## src/rtl/topk_expert_router_defines.svh

```systemverilog
// Shared assertion macros for the expert router RTL.
`ifndef TOPK_EXPERT_ROUTER_DEFINES_SVH
`define TOPK_EXPERT_ROUTER_DEFINES_SVH

// Same-cycle implication, sampled on clk, off while rst_n is low.
`define TKR_ASSERT_IMP(lbl, ante, cons, msg) \
  lbl: assert property (@(posedge clk) disable iff (!rst_n) (ante) |-> (cons)) \
    else $error(msg);

// Next-cycle implication, sampled on clk, off while rst_n is low.
`define TKR_ASSERT_NXT(lbl, ante, cons, msg) \
  lbl: assert property (@(posedge clk) disable iff (!rst_n) (ante) |=> (cons)) \
    else $error(msg);

`endif

```

## src/rtl/tkr_pkg.sv

```systemverilog
package tkr_pkg;

  localparam int MAX_KEPT    = 8;
  localparam int MAX_EXPERTS = 64;
  localparam int SCORE_W     = 16;
  localparam int IDX_W       = 6;
  localparam int CFG_W       = 4;
  localparam int KW          = $clog2(MAX_KEPT + 1);
  localparam int KI_W        = (MAX_KEPT > 1) ? $clog2(MAX_KEPT) : 1;
  localparam int POS_W       = $clog2(MAX_EXPERTS + 1);

  // batch snapshot queue, depth must be a power of two
  localparam int SQ_DEPTH = 2;
  localparam int SQ_AW    = (SQ_DEPTH > 1) ? $clog2(SQ_DEPTH) : 1;
  localparam int SQ_CW    = $clog2(SQ_DEPTH + 1);

  // config port
  localparam int ADDR_W = 3;
  localparam int DATA_W = 32;
  localparam logic [ADDR_W-3:0] REG_TOP_COUNT = '0;

  typedef struct packed {
    logic [IDX_W-1:0]          expert;
    logic signed [SCORE_W-1:0] score;
  } entry_t;

  typedef struct packed {
    entry_t [MAX_KEPT-1:0] ent;
    logic [KW-1:0]         cnt;
  } snap_t;

  typedef struct packed {
    logic  vld;
    snap_t snap;
  } snap_wr_t;

  typedef struct packed {
    logic empty;
    logic full;
  } q_stat_t;

  // top_count of 0 acts as 1, above MAX_KEPT clamps
  function automatic logic [KW-1:0] eff_k(input logic [CFG_W-1:0] tc);
    logic [KW-1:0] k;
    if (tc == '0) begin
      k = KW'(1);
    end else if (32'(tc) > MAX_KEPT) begin
      k = KW'(MAX_KEPT);
    end else begin
      k = KW'(tc);
    end
    return k;
  endfunction

endpackage

```

## src/rtl/tkr_front.sv

```systemverilog
`include "topk_expert_router_defines.svh"

module tkr_front (
  input  logic                          clk,
  input  logic                          rst_n,
  input  logic                          push_i,
  input  logic                          q_full_i,
  input  logic signed [15:0]            score_i,
  input  logic                          batch_end_i,
  input  logic [tkr_pkg::CFG_W-1:0]     top_count_i,
  output tkr_pkg::snap_wr_t             wr_o
);
  import tkr_pkg::*;

  entry_t [MAX_KEPT-1:0] ent_r, ent_nxt, ins, sh;
  logic [KW-1:0]         cnt_r, cnt_nxt, k_eff;
  logic [POS_W-1:0]      pos_r, pos_nxt;
  logic [MAX_KEPT-1:0]   live, ge, ge_up;
  logic                  accept, take, append;
  entry_t                new_e;

  always_comb begin
    accept       = push_i & ~q_full_i;
    k_eff        = eff_k(top_count_i);
    new_e.expert = IDX_W'(pos_r);
    new_e.score  = score_i;

    // ge is a prefix: entries at or above the new score stay put (ties keep order)
    for (int j = 0; j < MAX_KEPT; j++) begin
      live[j] = (KW'(j) < cnt_r);
      ge[j]   = live[j] && ($signed(ent_r[j].score) >= score_i);
    end
    ge_up[0] = 1'b1;
    sh[0]    = new_e;
    for (int j = 1; j < MAX_KEPT; j++) begin
      ge_up[j] = ge[j-1];
      sh[j]    = ent_r[j-1];
    end
    for (int j = 0; j < MAX_KEPT; j++) begin
      ins[j] = ge[j] ? ent_r[j] : (ge_up[j] ? new_e : sh[j]);
    end

    append = (cnt_r < k_eff);
    // full list: taken only if something live is strictly below the new score
    take   = (pos_r < POS_W'(MAX_EXPERTS)) && (append || |(live & ~ge));

    ent_nxt = ent_r;
    cnt_nxt = cnt_r;
    pos_nxt = pos_r;
    if (accept && (pos_r < POS_W'(MAX_EXPERTS))) begin
      pos_nxt = pos_r + 1'b1;
    end
    if (accept && take) begin
      ent_nxt = ins;
      if (append) begin
        cnt_nxt = cnt_r + 1'b1;
      end
    end

    wr_o.vld      = accept & batch_end_i;
    wr_o.snap.ent = ent_nxt;
    wr_o.snap.cnt = cnt_nxt;

    if (accept && batch_end_i) begin
      cnt_nxt = '0;
      pos_nxt = '0;
    end
  end

  always_ff @(posedge clk) begin
    ent_r <= ent_nxt;
    if (!rst_n) begin
      cnt_r <= '0;
      pos_r <= '0;
    end else begin
      cnt_r <= cnt_nxt;
      pos_r <= pos_nxt;
    end
  end

  `TKR_ASSERT_IMP(a_snap_nonempty, wr_o.vld, wr_o.snap.cnt != '0,
    "batch snapshot pushed with an empty list")
  `TKR_ASSERT_NXT(a_batch_clear, accept && batch_end_i, (cnt_r == '0) && (pos_r == '0),
    "batch state not cleared after batch end")

endmodule

```

## src/rtl/tkr_snap_q.sv

```systemverilog
`include "topk_expert_router_defines.svh"

module tkr_snap_q (
  input  logic              clk,
  input  logic              rst_n,
  input  tkr_pkg::snap_wr_t wr_i,
  input  logic              rd_i,
  output tkr_pkg::snap_t    head_o,
  output tkr_pkg::q_stat_t  stat_o
);
  import tkr_pkg::*;

  snap_t            slot_r [SQ_DEPTH];
  logic [SQ_AW-1:0] wp_r, wp_nxt, rp_r, rp_nxt;
  logic [SQ_CW-1:0] cnt_r, cnt_nxt;
  logic             do_wr, do_rd;

  always_comb begin
    stat_o.empty = (cnt_r == '0);
    stat_o.full  = (cnt_r == SQ_CW'(SQ_DEPTH));
    head_o       = slot_r[rp_r];
    do_wr        = wr_i.vld & ~stat_o.full;
    do_rd        = rd_i & ~stat_o.empty;
    wp_nxt       = do_wr ? wp_r + 1'b1 : wp_r;
    rp_nxt       = do_rd ? rp_r + 1'b1 : rp_r;
    cnt_nxt      = cnt_r;
    unique case ({do_wr, do_rd})
      2'b10:   cnt_nxt = cnt_r + 1'b1;
      2'b01:   cnt_nxt = cnt_r - 1'b1;
      default: cnt_nxt = cnt_r;
    endcase
  end

  always_ff @(posedge clk) begin
    if (do_wr) begin
      slot_r[wp_r] <= wr_i.snap;
    end
    if (!rst_n) begin
      wp_r  <= '0;
      rp_r  <= '0;
      cnt_r <= '0;
    end else begin
      wp_r  <= wp_nxt;
      rp_r  <= rp_nxt;
      cnt_r <= cnt_nxt;
    end
  end

  `TKR_ASSERT_IMP(a_no_overflow, wr_i.vld, !stat_o.full,
    "snapshot written into a full queue")

endmodule

```

## src/rtl/tkr_back.sv

```systemverilog
`include "topk_expert_router_defines.svh"

module tkr_back (
  input  logic                              clk,
  input  logic                              rst_n,
  input  tkr_pkg::snap_t                    head_i,
  input  logic                              q_empty_i,
  output logic                              q_pop_o,
  input  logic                              pop_i,
  output logic                              empty_o,
  output logic [tkr_pkg::IDX_W-1:0]         expert_index_o,
  output logic signed [tkr_pkg::SCORE_W-1:0] expert_score_o,
  output logic                              rank_last_o
);
  import tkr_pkg::*;

  logic                      valid_r;
  logic [KI_W-1:0]           idx_r;
  logic [IDX_W-1:0]          exp_r;
  logic signed [SCORE_W-1:0] score_r;
  logic                      last_r;
  logic                      load, drop, is_last;
  entry_t                    cur;

  always_comb begin
    cur     = head_i.ent[idx_r];
    is_last = ((KW+1)'(idx_r) + 1'b1) == {1'b0, head_i.cnt};
    drop    = ~q_empty_i && (head_i.cnt == '0);
    load    = ~q_empty_i && ~drop && (~valid_r || pop_i);
    q_pop_o = drop || (load && is_last);
  end

  always_ff @(posedge clk) begin
    if (load) begin
      exp_r   <= cur.expert;
      score_r <= cur.score;
      last_r  <= is_last;
    end
    if (!rst_n) begin
      valid_r <= 1'b0;
      idx_r   <= '0;
    end else begin
      if (load) begin
        valid_r <= 1'b1;
        idx_r   <= is_last ? '0 : idx_r + 1'b1;
      end else if (pop_i) begin
        valid_r <= 1'b0;
      end
    end
  end

  assign empty_o        = ~valid_r;
  assign expert_index_o = exp_r;
  assign expert_score_o = score_r;
  assign rank_last_o    = last_r;

  `TKR_ASSERT_IMP(a_idx_in_list, !q_empty_i && (head_i.cnt != '0),
    (KW+1)'(idx_r) < {1'b0, head_i.cnt}, "read index past the end of the list")

endmodule

```

## src/rtl/topk_expert_router.sv

```systemverilog
// Each score word is ranked into the kept list in the cycle it is accepted; while full is low,
// that is one word per cycle. The batch end writes the finished list into a two-deep queue;
// ranked words then load from it into the out_ registers, one per cycle while pop is high.
// full is high while two finished lists still wait to be read out.
// Synchronous active-low reset: list empty, position zero, queue and outputs empty, top_count 1.
module topk_expert_router (
  input  logic                               clk,
  input  logic                               rst_n,
  input  logic                               push,
  output logic                               full,
  input  logic signed [tkr_pkg::SCORE_W-1:0] in_score,
  input  logic                               in_batch_end,
  output logic                               empty,
  input  logic                               pop,
  output logic [tkr_pkg::IDX_W-1:0]          out_expert_index,
  output logic signed [tkr_pkg::SCORE_W-1:0] out_expert_score,
  output logic                               out_rank_last,
  input  logic                               psel,
  input  logic                               penable,
  input  logic                               pwrite,
  input  logic [tkr_pkg::ADDR_W-1:0]         paddr,
  input  logic [tkr_pkg::DATA_W-1:0]         pwdata,
  output logic [tkr_pkg::DATA_W-1:0]         prdata,
  output logic                               pready
);
  import tkr_pkg::*;

  logic [CFG_W-1:0] top_count_r;
  logic             reg_hit, cfg_wr, q_pop;
  snap_wr_t         snap_wr;
  snap_t            head;
  q_stat_t          q_stat;

  assign pready  = 1'b1;
  assign reg_hit = (paddr[ADDR_W-1:2] == REG_TOP_COUNT);
  assign cfg_wr  = psel & penable & pwrite & pready & reg_hit;
  assign prdata  = reg_hit ? DATA_W'(top_count_r) : '0;

  always_ff @(posedge clk) begin
    if (!rst_n) begin
      top_count_r <= CFG_W'(1);
    end else if (cfg_wr) begin
      top_count_r <= pwdata[CFG_W-1:0];
    end
  end

  assign full = q_stat.full;

  tkr_front u_front (
    .clk         (clk),
    .rst_n       (rst_n),
    .push_i      (push),
    .q_full_i    (q_stat.full),
    .score_i     (in_score),
    .batch_end_i (in_batch_end),
    .top_count_i (top_count_r),
    .wr_o        (snap_wr)
  );

  tkr_snap_q u_snap_q (
    .clk    (clk),
    .rst_n  (rst_n),
    .wr_i   (snap_wr),
    .rd_i   (q_pop),
    .head_o (head),
    .stat_o (q_stat)
  );

  tkr_back u_back (
    .clk            (clk),
    .rst_n          (rst_n),
    .head_i         (head),
    .q_empty_i      (q_stat.empty),
    .q_pop_o        (q_pop),
    .pop_i          (pop),
    .empty_o        (empty),
    .expert_index_o (out_expert_index),
    .expert_score_o (out_expert_score),
    .rank_last_o    (out_rank_last)
  );

endmodule

```

## config.mk

```make
export PLATFORM = sky130hd
export DESIGN_NAME = topk_expert_router
export DESIGN_NICKNAME = d
export VERILOG_FILES = /design/src/rtl/tkr_pkg.sv /design/src/rtl/tkr_front.sv /design/src/rtl/tkr_snap_q.sv /design/src/rtl/tkr_back.sv /design/src/rtl/topk_expert_router.sv
export VERILOG_INCLUDE_DIRS = /design/src /design/src/rtl
export SDC_FILE = /design/constraint.sdc
export NUM_CORES = 1
export LEC_CHECK = 0
export BUFFER_PORTS_ARGS = -buffer_cell sky130_fd_sc_hd__buf_2
export CELL_PAD_IN_SITES_DETAIL_PLACEMENT = 1
export CELL_PAD_IN_SITES_GLOBAL_PLACEMENT = 1
export CORE_MARGIN = 2
export CORE_UTILIZATION = 36
export CTS_CLUSTER_SIZE = 20
export DETAILED_ROUTE_END_ITERATION = 16
export GPL_TIMING_DRIVEN = 0
export PLACE_DENSITY_LB_ADDON = 0.3
export SYNTH_ARGS = -nofsm -noshare
export SYNTH_HDL_FRONTEND = slang
export SYNTH_HIERARCHICAL = 1
export SYNTH_SLANG_ARGS = --single-unit
```

## constraint.sdc

```tcl
create_clock -name clk -period 6.4 [get_ports clk]
set_clock_uncertainty 0.05 [all_clocks]
set_input_delay 0.32 -clock clk [delete_from_list [all_inputs] [get_ports clk]]
set_output_delay 0.32 -clock clk [all_outputs]
set_load 0.05 [all_outputs]
```

==> flow_summary.toml, run 1 <==
[placed_design]
numPortBuffers = 46
gp_congestion = 0.912
hpwlAfterDp_mm = 58.8
post-place-ws_ns = 0.640
placedCellCount = 3105
place_area_um2 = 29600

[pwr]
p_per_area_nw_per_um2 = 399
power.leakage_uw = 0.0117
ir_drop_uv = 235

[global_routing]
grt_antenna_before_repair = 6
track_usage = 0.207
overflow = 0
grt_pass1_wl_mm = 122
grt_max_degree = 109
grt_pass1_vias = 18800

[worst_setup_path]
r2r_slack_ns = 1.78
worst-setup-path-type = "primary input to register"
critPathLaunch = "in_score[15]"
cp-endpoint = "u_snap_q/slot_r[0][42]"
r2r_cells = 11
start_kind = "primary input"
critical_path_arrival_ns = 5.51
required_ns = 6.69
critPathCaptureType = "register"
reg2reg_to = "u_snap_q/slot_r[0][42]"
r2r_start = "u_front/ent_r[15]"
critPathMaxFanout = 10

[detailed_routing]
wl_per_cell_um = 25.4
drc = 0
dr.pass1.iters = 5
drt_iter0_drc = 1343
avgViaCountPerCell = 5.48
vias = 17700
detail-route-antenna-nets = 0
drt-total-wl_mm = 82.0

[synthesis]
synthAdderAreaFrac = 0.0611
muxShareOfSynthArea = 0.217
ys_async_sr_fraction = 0
synth_edf_count = 383
synth_area_leaders = "edfxtp_1 41%, dfxtp_1 14%, mux2_2 12%, ha_1 6.1%, mux2_1 4.9%"
netlist.area_leader.share = 0.413
synth_top_family_by_area = "multiplexers"
syn_area_um2 = 27800
synth_top_area_cell = "edfxtp_1"
yosysMostFrequentCell = "edfxtp_1"
seq_area_frac_synth = 0.557
synth_seq_cells = 583
synth_compound_area_frac = 0.0790
ys.flop_type = "edfxtp_1"
synth_common_cells = "383 x edfxtp_1, 290 x mux2_2, 200 x dfxtp_1"
ys.warnings.count = 6
synth.distinct_cells = 74
synth_simple_gate_area_share = 0.0437
syn_area_per_cell_um2 = 13.9
syn_inst = 1998
synthXorXnorAreaFrac = 0.00409

[die]
dieArea_um2 = 79500
core-area_um2 = 76200
io_pins = 117
die_w_um = 282
start_util = 0.365
die_h_um = 282
num_rows = 101

[cts]
cts.sinks = 583
clkTransAtPathRegs_ns = 0.06
ctsRootBufferMaster = "clkbuf_16"
htreeDepth = 2
cts_max_path_buffers = 3
cts_tree = "done"
cts_made_buffers = 61
clk_latency_ns = 0.62

[cells_and_area]
diodes = 0
multi_input_area_um2 = 11400
final_cells = 3225
drive_gt1_frac = 0.264
nFillCells = 7778
postLayoutCellArea_um2 = 31600
area_growth_pct = 13.6
fin_nets = 2338
seqCellArea_um2 = 15500

[sta]
fmaxAchievable_ghz = 0.192
rsz0062_at_grt = "no"
setup_viol = 0
timing.final.ws_setup_ns = 1.18
slew_headroom = 0.302
hold_viol = 0
hold_ws_ns = 0.0551
period_share = 0.815
timing.final.crit_period_ns = 5.22
drv_slew = 0
setup_tns_ns = 0
worstMarginPinSlew_ns = 1.05

[hold_path]
hold_class = "primary input to register"

[outcome]
outcome = "finished clean"

[run]
cap_violations = 0
## worst min-delay path by stage
stage / startpoint / endpoint / cells after the start
after global routing: rst_n / u_back/valid_r / 2
final: rst_n / u_back/valid_r / 2
after global placement: top_count_r[3] / top_count_r[3] / 2
after floorplan: rst_n / u_back/valid_r / 1
after detailed placement: top_count_r[3] / top_count_r[3] / 2
after CTS: rst_n / u_back/valid_r / 2
## stage by stage
step | power (uW) | util
global route | 13300 | 0.415
global placement | 8920 | 0.386
finish | 12600 | 0.415
CTS | 12700 | 0.415
floorplan | 7870 | -
detailed placement | 9080 | 0.388
## cell families (layout without fill, tap and decap cells)
group                      count (synthesis)  in the layout
buffers and inverters                    217            387
xor gates and xnor gates                  13             13
AOI/OAI and AO/OA                        309            309
adders and majority gates                136            136
DFF                                      583            583
other                                      2             29
muxes                                    498            498
and+or+nand+nor                          240            240
## repair_timing
action,in CTS,in global routing
resized for setup,0,0
setup buffers,0,0
endpoints found under the hold margin,5,0
hold buffers,5,0
## registers in the layout, summed over array words and instances (netlist names), named ones only
register / count
u_front/pos_r: 7
u_front/ent_r: 176
u_snap_q/cnt_r: 2
u_snap_q/rp_r: 1
u_snap_q/wp_r: 1
u_snap_q/slot_r: 360
top_count_r: 4
u_back/idx_r: 3
u_back/expert_score_o: 16
u_back/rank_last_o: 1
u_back/expert_index_o: 6
u_back/valid_r: 1
u_front/cnt_r: 4
## where the power goes
group          internal [uW]  total, uW  switching, uW
Combinational           1470       3560           2090
Sequential              5010       5510            502
Clock                   2050       3540           1490
## layer usage
metal	track usage	up-vias	routed length, um
li1	-	7940	-
met1	0.276	9159	36400
met2	0.355	437	40000
met3	0.0260	126	3480
met4	0.0571	2	2070
met5	0	-	16
## cell usage in the layout, fill, tap and decap left out, drive strengths merged, types with 5 or more instances in the layout
cell           n
o21ai         78
nor2          36
o211ai         6
o21a           8
a21oi         57
dlygate4sd3    5
and3           5
bufinv         5
edfxtp       383
o31ai          5
nand2         93
clkbuf       151
dfxtp        200
mux2i         43
a22oi         17
a221oi        34
a211oi         9
inv           74
clkinv        17
nand2b         6
nor3           6
nor4          10
nand3         14
nor2b         20
mux4          44
xor2           5
nand4         23
buf          133
a21o           9
xnor2          8
ha           136
or3            7
conb          29
a222oi        28
mux2         411
a22o          30
## worst max-delay path, stage by stage
cell,delay [ns]
clkbuf_1,0.58
inv_1,0.52
ha_1,0.48
nand4_1,0.15
nor4_1,0.65
o21ai_0,0.38
nand3_1,0.17
mux2_2,0.22
nor2b_1,0.15
clkbuf_1,0.31
buf_1,0.81
mux2_2,0.41
mux2_1,0.33
## layout make-up
cell class / count / share of cell area
clock buffers: 87 / 0.0539
plain buffers: 147 / 0.0245
repair buffers: 55 / 0.0123
clock inverters: 28 / 0.00918
well taps: 1030 / 0.0408
inverters: 70 / 0.00855
multi-input cells: 1225 / 0.360
flip-flops and latches: 583 / 0.490
Power figures use the tool's default switching activity.
==> run 2, diff against run 1 <==
Clock period 6.4 ns to 5.1 ns, I/O delays scaled along.
==> flow_summary.toml, run 2 (synthesis gave the netlist of run 1 again) <==
[outcome]
outcome = "finished clean"

[pwr]
p_int_uw = 11000
power_frac_seq = 0.426
power.leakage_uw = 0.0118
finalPower_uw = 16200
switching_share = 0.322
p_per_area_nw_per_um2 = 508
switching_power_uw = 5230
clkPwrFrac = 0.294
ir_drop_uv = 218
comb_power_share = 0.280

[detailed_routing]
detail-route-antenna-nets = 0
avgViaCountPerCell = 5.49
vias = 17800
drt-total-wl_mm = 83.4
drc = 0
wl_per_cell_um = 25.8
dr.pass1.iters = 7
drt_iter0_drc = 1452

[sta]
slew_headroom = 0.138
drv_slew = 0
rsz0062_at_grt = "no"
hold_ws_ns = 0.0325
worstMarginPinSlew_ns = 1.29
setup_viol = 0
fmaxAchievable_ghz = 0.205
hold_viol = 0
period_share = 0.956
timing.final.crit_period_ns = 4.87

[global_routing]
track_usage = 0.211
grt_pass1_vias = 18900
grt_antenna_before_repair = 5
grt_pass1_wl_mm = 123
overflow = 0
grt_max_degree = 57

[worst_setup_path]
required_ns = 5.37
slowest_stage = "nor4_1"
worst-setup-path-type = "primary input to register"
critPathCaptureType = "register"
critPathMaxFanout = 10
start_kind = "primary input"
critPathMaxStageDelay_ns = 0.70
path_common_cell = "clkbuf_1"
critical_path_arrival_ns = 5.14
crit_chain = "clkbuf_1, inv_1, ha_1, nand3_1, nor4_1, a221oi_1, nand2_1, mux2i_2, nor2b_1, clkbuf_1, clkdlybuf4s15_1, mux2_2, mux2_1"

[cells_and_area]
fin_util = 0.419
postLayoutCellArea_um2 = 31900
largest_register_ffs = 360
final_cells = 3237
final_common_cell = "edfxtp_1"
top_register = "u_snap_q/slot_r"
fin_nets = 2349
drive_gt1_frac = 0.267
final_cell_mix = "383 x edfxtp_1, 290 x mux2_2, 200 x dfxtp_1"
area_growth_pct = 14.7

[cts]
cts_max_path_buffers = 3
ctsRootBufferMaster = "clkbuf_16"
clkTransAtPathRegs_ns = 0.06
clk_latency_ns = 0.60
cts_made_buffers = 66
cts_tree = "done"
postCtsSetupRepairBufs = 0
htreeDepth = 3
cts.sinks = 583

[die]
io_pins = 117
core-area_um2 = 76200
dieArea_um2 = 79500
start_util = 0.365
num_rows = 101
die_h_um = 282
die_w_um = 282

[run]
cap_violations = 0

[placed_design]
placedCellCount = 3110
place_area_um2 = 29700
numPortBuffers = 46
gp_congestion = 0.910
hpwlAfterDp_mm = 60.0

[hold_path]
hold_class = "primary input to register"
-- run 2: cell types whose count changed in the layout (fill, tap and decap cells not counted), sizes merged, moves of 2 or more --
cell	delta
clkbuf	+11
clkinv	-6
inv	-4
clkinvlp	+4
buf	+4
clkdlybuf4s15	+2
-- run 2: what timing repair did --
item | 4_1_cts | 5_1_grt
hold buffers | 6 | 0
hold endpoints to repair | 5 | 0
resized for setup | 3 | 7
pin swaps | 0 | 0
setup endpoints to repair | 18 | 222
-- run 2: stage by stage --
step	setup WS (ns)	TNS [ns]
finish	0.226	0
global route	0.0557	0
CTS	0.0760	0
detailed placement	-0.715	-190.90
global placement	-1.19	-367.53
floorplan	0.792	0
-- run 2: power by group through the flow --
stage / logic [uW] / registers [uW] / clock network [uW]
detailed placement: 4460 / 6990 / 0
finish: 4540 / 6910 / 4760
CTS: 4520 / 6900 / 4880
floorplan: 3070 / 6800 / 0
global placement: 4230 / 6970 / 0
global route: 4990 / 7000 / 5060
-- run 2: metal layers --
| metal | track usage | share of wire | up-vias |
|---|---|---|---|
| met5 | 0 | 0.00012 | - |
| met4 | 0.0644 | 0.024 | 2 |
| met3 | 0.0303 | 0.048 | 118 |
| met2 | 0.358 | 0.48 | 465 |
| met1 | 0.280 | 0.44 | 9207 |
| li1 | - | - | 7971 |
-- run 2: cell type report --
type | instances | area [um2]
fill | 7782 | 44300
sequential | 583 | 15500
multi-input combinational | 1225 | 11400
clock buffer | 99 | 1940
tap | 1030 | 1290
buffer | 147 | 791
timing repair buffer | 61 | 508
inverter | 70 | 267
clock inverter | 21 | 219
antenna | 1 | 2.50
-- run 2: worst max-delay path: cells and delay by family --
| family | cells | cell delay [ns] |
|---|---|---|
| buffers and inverters | 4 | 1.92 |
| and+or+nand+nor | 4 | 1.09 |
| adders and majority gates | 1 | 0.42 |
| muxes | 3 | 1.28 |
| AOI/OAI and AO/OA | 1 | 0.16 |
-- run 2: worst paths after layout --
check / slack, ns / end / cells past startpoint / from
min reg2reg: 0.43 / u_front/ent_r[173] / 2 / u_front/ent_r[173]
max: 0.23 / u_snap_q/slot_r[1][75] / 13 / in_score[13]
max reg2reg: 0.56 / u_snap_q/slot_r[1][75] / 11 / u_front/ent_r[59]
min: 0.03 / top_count_r[3] / 3 / rst_n
